[config.mk]
export PLATFORM = sky130hd
export DESIGN_NAME = rag_acct
export DESIGN_NICKNAME = d
export VERILOG_FILES = /design/src/rtl/rag_pkg.sv /design/src/rtl/rag_acct.sv
export SDC_FILE = /design/constraint.sdc
export NUM_CORES = 1
export LEC_CHECK = 0
export BUFFER_PORTS_ARGS = -buffer_cell sky130_fd_sc_hd__clkbuf_2
export CAP_MARGIN = 40
export CORE_UTILIZATION = 40
export DETAILED_ROUTE_END_ITERATION = 16
export SYNTH_ARGS = -nofsm -noshare
export SYNTH_HDL_FRONTEND = slang
export SYNTH_SLANG_ARGS = --single-unit
[constraint.sdc]
create_clock -name i_clk -period 5.4 [get_ports i_clk]
set_input_delay 0 -clock i_clk [delete_from_list [all_inputs] [get_ports i_clk]]
set_output_delay 0 -clock i_clk [all_outputs]
set_load 0.03 [all_outputs]
[src/rtl/rag_pkg.sv]
// Shared types, constants and helpers for the region allocation / GC accounting block.
package rag_pkg;

    localparam int ID_BITS   = 16;
    localparam int SIZE_BITS = 32;

    // beat field widths
    localparam int CMD_W  = 1;
    localparam int ID_W   = 16;
    localparam int SIZE_W = 32;
    localparam int TIME_W = 32;
    localparam int CFG_W  = 32;
    localparam int OUT_W32 = 32;

    // slave tdata layout
    localparam int IN_ID_LSB   = 0;
    localparam int IN_SIZE_LSB = IN_ID_LSB + ID_W;
    localparam int IN_TIME_LSB = IN_SIZE_LSB + SIZE_W;
    localparam int IN_BITS     = IN_TIME_LSB + TIME_W;
    localparam int IN_W        = ((IN_BITS + 7) / 8) * 8;

    // master tdata layout: 4 flags plus 6 words of 32 bits
    localparam int OUT_BITS = 4 + 6 * OUT_W32;
    localparam int OUT_W    = ((OUT_BITS + 7) / 8) * 8;

    localparam logic [CFG_W-1:0] REGION_SIZE_RST = 32'd1048576;

    localparam logic CMD_ALLOC = 1'b0;
    localparam logic CMD_DEAD  = 1'b1;

    typedef struct packed {
        logic garb;
        logic rg;
        logic mgr;
    } t_flags;

    typedef enum logic [2:0] {
        ACC_NONE  = 3'd0,
        ACC_START = 3'd1,
        ACC_PLACE = 3'd2,
        ACC_GC    = 3'd3,
        ACC_DEAD  = 3'd4,
        ACC_PEAK  = 3'd5
    } t_acc_op;

    typedef struct packed {
        t_acc_op               op;
        logic [SIZE_BITS-1:0]  size;
        logic [TIME_W-1:0]     tm;
        logic                  to_garb;
    } t_acct_cmd;

    typedef struct packed {
        logic                  fits;
        logic                  under;
        logic [SIZE_BITS-1:0]  coll;
        logic [TIME_W-1:0]     gct;
        logic [SIZE_BITS-1:0]  live;
        logic [SIZE_BITS-1:0]  peak_next;
        logic [SIZE_BITS-1:0]  free;
        logic [SIZE_BITS-1:0]  garb;
    } t_acct_stat;

    function automatic logic [SIZE_BITS-1:0] sat_add(input logic [SIZE_BITS-1:0] a,
                                                     input logic [SIZE_BITS-1:0] b);
        logic [SIZE_BITS:0] s;
        s = {1'b0, a} + {1'b0, b};
        return s[SIZE_BITS] ? {SIZE_BITS{1'b1}} : s[SIZE_BITS-1:0];
    endfunction

endpackage

[src/rtl/rag_acct.sv]
// Byte counters: free, garbage, manager live, peak, and per-beat collection results.
module rag_acct (
    input  logic                                i_clk,
    input  logic                                i_rst_n,
    input  logic                                i_cfg_we,
    input  logic [rag_pkg::CFG_W-1:0]           i_cfg_data,
    input  rag_pkg::t_acct_cmd                  i_cmd,
    output rag_pkg::t_acct_stat                 o_stat
);

    localparam int SB = rag_pkg::SIZE_BITS;

    logic [SB-1:0]              r_free, n_free;
    logic [SB-1:0]              r_lim, n_lim;
    logic [SB-1:0]              r_garb, n_garb;
    logic [SB-1:0]              r_live, n_live;
    logic [SB-1:0]              r_peak, n_peak;
    logic [SB-1:0]              r_coll, n_coll;
    logic [rag_pkg::TIME_W-1:0] r_gct, n_gct;
    logic                       r_under, n_under;

    logic [SB-1:0]              w_gc_sum;
    logic [SB-1:0]              w_gc_free;
    logic                       w_under;
    logic [SB-1:0]              w_peak_next;

    always_comb begin
        w_gc_sum    = rag_pkg::sat_add(r_free, r_garb);
        w_gc_free   = (w_gc_sum > r_lim) ? r_lim : w_gc_sum;
        w_under     = i_cmd.size > r_live;
        w_peak_next = (r_live > r_peak) ? r_live : r_peak;

        n_free  = r_free;
        n_lim   = r_lim;
        n_garb  = r_garb;
        n_live  = r_live;
        n_peak  = r_peak;
        n_coll  = r_coll;
        n_gct   = r_gct;
        n_under = r_under;

        case (i_cmd.op)
            rag_pkg::ACC_START: begin
                n_coll  = '0;
                n_gct   = '0;
                n_under = 1'b0;
            end
            rag_pkg::ACC_PLACE: begin
                n_free = r_free - i_cmd.size;
                n_live = rag_pkg::sat_add(r_live, i_cmd.size);
            end
            rag_pkg::ACC_GC: begin
                n_coll = r_garb;
                n_garb = '0;
                n_gct  = i_cmd.tm;
                n_free = w_gc_free;
            end
            rag_pkg::ACC_DEAD: begin
                n_under = w_under;
                n_live  = w_under ? '0 : r_live - i_cmd.size;
                if (i_cmd.to_garb) begin
                    n_garb = rag_pkg::sat_add(r_garb, i_cmd.size);
                end
            end
            rag_pkg::ACC_PEAK: begin
                n_peak = w_peak_next;
            end
            default: begin
            end
        endcase

        // a region size write reloads free bytes
        if (i_cfg_we) begin
            n_lim  = SB'(i_cfg_data);
            n_free = SB'(i_cfg_data);
        end
    end

    always_ff @(posedge i_clk) begin
        if (!i_rst_n) begin
            r_free <= SB'(rag_pkg::REGION_SIZE_RST);
            r_lim  <= SB'(rag_pkg::REGION_SIZE_RST);
            r_garb <= '0;
            r_live <= '0;
            r_peak <= '0;
        end else begin
            r_free <= n_free;
            r_lim  <= n_lim;
            r_garb <= n_garb;
            r_live <= n_live;
            r_peak <= n_peak;
        end
    end

    always_ff @(posedge i_clk) begin
        r_coll  <= n_coll;
        r_gct   <= n_gct;
        r_under <= n_under;
    end

    always_comb begin
        o_stat.fits      = i_cmd.size <= r_free;
        o_stat.under     = r_under;
        o_stat.coll      = r_coll;
        o_stat.gct       = r_gct;
        o_stat.live      = r_live;
        o_stat.peak_next = w_peak_next;
        o_stat.free      = r_free;
        o_stat.garb      = r_garb;
    end

`ifndef ASSERT_OFF
    a_free_le_lim: assert property (@(posedge i_clk) disable iff (!i_rst_n)
        r_free <= r_lim)
        else $error("free bytes above region size");
`endif

`ifndef ASSERT_OFF
    a_gc_empties: assert property (@(posedge i_clk) disable iff (!i_rst_n)
        (i_cmd.op == rag_pkg::ACC_GC && !i_cfg_we) |=> (r_garb == '0 && r_coll == $past(r_garb)))
        else $error("collection did not return all garbage");
`endif

endmodule

==> impl_metrics.py <==
metrics = {
    "placed_design": {
        "io_buffer_count": 296,
        "place_congestion": 0.959,
        "dp_slack_ps": 156,
        "hpwlAfterDp_um": 56700,
    },
    "clock_tree": {
        "cts_sinks": 225,
        "htreeDepth": 1,
        "numCtsBuffers": 28,
        "insertion_delay_ps": 590,
        "cts_buffer_depth": 3,
        "cts_root_buf": "clkbuf_16",
        "cts_tree": "done",
        "clkTransAtPathRegs_ps": 60,
    },
    "global_routing": {
        "grt_pass1_vias": 19300,
        "grt_start_max_net_pins": 66,
        "antenna_found_initial": 3,
        "grt_pass1_wl_um": 112000,
        "gr-total-overflow": 0,
        "grt_util_all_layers_pct": 28.7,
    },
    "final_layout": {
        "syn_to_final_growth_pct": 21.1,
        "final_layout_size_suffix_gt1_share_pct": 18.2,
        "postLayoutCoreUtil_pct": 49.5,
        "fill_cells": 4682,
        "fin_nets": 3123,
        "multi_input_area_um2": 13400,
        "final-seq-area_um2": 5150,
        "antenna_cells": 0,
    },
    "die": {
        "die_h_um": 224,
        "io_pins": 297,
        "num_rows": 80,
        "die_w_um": 224,
        "start_util_pct": 40.9,
        "die_area_um2": 50100,
        "core_area_um2": 48100,
    },
    "synth": {
        "synth_cell_type_count": 92,
        "synth_area_leaders": "dfxtp_1 16%, ha_1 14%, edfxtp_1 9.9%",
        "synth_top_area_share_pct": 16.3,
        "synth_flop_cell": "dfxtp_1",
        "synth_top_area_cell": "dfxtp_1",
        "synth-seq-area-share_pct": 26.2,
        "async_flop_share_pct": 0,
        "synth_edf_count": 65,
        "synth_area_um2": 19700,
        "yosys_warnings": 0,
        "syn_nets": 2788,
        "syn-instance-count": 2456,
        "synth.avg_cell_area_um2": 8.02,
        "ys_ff_latch": 225,
    },
    "timing": {
        "totalNegativeSetupSlack_ps": 0,
        "min_period_ps": 5120,
        "worst_pin_slew_ps": 825,
        "worst_slack_ps": 276,
        "hold_violations": 0,
        "final_max_slew_viol_count": 0,
        "timing.slew.headroom_pct": 45.0,
        "setup_viol": 0,
        "skew_ps": 21.7,
        "max_freq_mhz": 195,
        "fin_crit_sh_pct": 94.9,
    },
    "route": {
        "ant_nets": 0,
        "routed_wl_um": 74500,
        "drc_errors": 0,
        "drt-met1-wl_um": 32800,
        "post_drt_via_cell_ratio": 5.88,
        "dr_wl_met3_um": 3730,
        "top_layer_used": "met5",
        "via_count": 20400,
        "first_pass_iters": 6,
        "wl_met2_um": 34800,
        "drt_iter0_markers": 1682,
        "avgRoutedWirePerCell_um": 21.5,
    },
    "pwr": {
        "p_per_area_nw_per_um2": 258,
        "ir_worst_vdd_v": 0.000223,
        "p_leak_nw": 11.1,
    },
    "critical_path": {
        "cpMostUsedCell": "buf_4",
        "cp.arrival_ps": 5560,
        "start_kind": "register",
        "required_ps": 5830,
        "worstPathMaxFanout": 14,
        "cpPeakStageDelay_ps": 400,
        "cp_cell_sequence": "ha_1, fa_1, a21o_1, a21oi_2, o211ai_2, a31oi_4, a31o_2, a211o_4, mux2_2, o21ai_0, ha_1, nand2_1, nor3_2, buf_4, nand4_1, o211ai_1, a31oi_1, nor3_4, buf_4, buf_4, o221a_2, a311oi_1, a211oi_1",
        "crit_path_top_delay_cell": "fa_1",
        "crit_type": "reg2reg",
        "end_kind": "register",
    },
    "run": {
        "drv_cap": 0,
    },
    "min_path": {
        "hp-class": "in2reg",
    },
    "outcome": {
        "status": "finished, final reports clean",
    },
}
cell usage in the layout (no fill, tap or decap), types with 70 or more instances in the layout:
cell type      instances
clkbuf_2             295
a21oi_1              225
ha_1                 224
nor2_1               186
nand2_1              168
dfxtp_1              160
inv_1                157
o21ai_0              153
a21o_1                90
and3_1                89
buf_4                 75
nand3_1               70
dlygate4sd3_1         70
routing by layer:
| layer | global-route usage, % | vias up |
|---|---|---|
| li1 | - | 9773 |
| met1 | 37.5 | 9710 |
| met2 | 48.6 | 756 |
| met3 | 2.96 | 148 |
| met4 | 11.2 | 2 |
| met5 | 0 | - |
critical path, delay by kind of cell, from the launching register on:
family	cells	cell delay (ps)
multiplexers	1	360
adder cells (fa/ha/maj)	3	870
AND/OR/NAND/NOR	4	450
AO/OA/AOI/OAI	12	2410
buffers and inverters	3	510
flip-flops	1	340
final cells by class:
cell class / count / area share, %
clock inverters: 17 / 1.02
flip-flops and latches: 225 / 21.6
well taps: 656 / 3.44
inverters: 161 / 2.54
clock buffers: 35 / 3.22
multi-input cells: 1931 / 56.3
repair buffers: 444 / 11.8
report_power, final:
group | internal (mW) | switching, mW
sequential | 1.82 | 0.101
combinational | 0.781 | 1.33
clock | 1.29 | 0.816
total | 3.89 | 2.25
Yosys cell counts, drive strengths merged, types with 57 or more instances:
| cell | count |
|---|---|
| a21oi | 232 |
| ha | 224 |
| nor2 | 189 |
| nand2 | 168 |
| o21ai | 161 |
| dfxtp | 160 |
| inv | 160 |
| clkbuf | 101 |
| a21o | 90 |
| and3 | 89 |
| nand3 | 70 |
| edfxtp | 65 |
| a211oi | 59 |
| o31ai | 57 |
final timing paths:
kind / slack (ps) / end / start / cells past startpoint
min: 20 / r_garb[10] / i_cmd[43] / 4
min reg2reg: 490 / r_peak[3] / r_peak[3] / 2
max: 280 / r_free[23] / r_free[0] / 23
max reg2reg: 280 / r_free[23] / r_free[0] / 23
sequential cells by signal (all words and copies together) (netlist names):
signal   count
r_peak      32
r_live      32
r_gct       32
r_lim       32
r_free      32
r_coll      32
r_under      1
r_garb      32
cell families after synthesis:
kind of cell	count (synthesis)	synth area share, %
and+or+nand+nor	719	18.0
xor gates and xnor gates	85	3.78
muxes	52	2.84
buffers and inverters	300	6.01
adders and majority gates	229	14.7
DFF	225	26.2
AOI/OAI and AO/OA	846	28.4
stage by stage:
step	power (mW)	cell area, um^2	cells	hold WS [ps]
finish	6.14	23800	3469	20.4
CTS	6.14	23800	3464	4.23
global placement	3.97	22000	3340	254
global route	6.43	23800	3469	51.4
floorplan	3.36	19700	2456	141
detailed placement	3.99	22000	3342	259
timing repair:
action | CTS | global route
hold endpoints to repair | 100 | 0
gates resized for setup | 0 | 8
hold buffers | 70 | 0
setup buffers | 0 | 5
endpoints found under the setup margin | 0 | 28
Note: power is estimated with default switching activity, not from simulation.
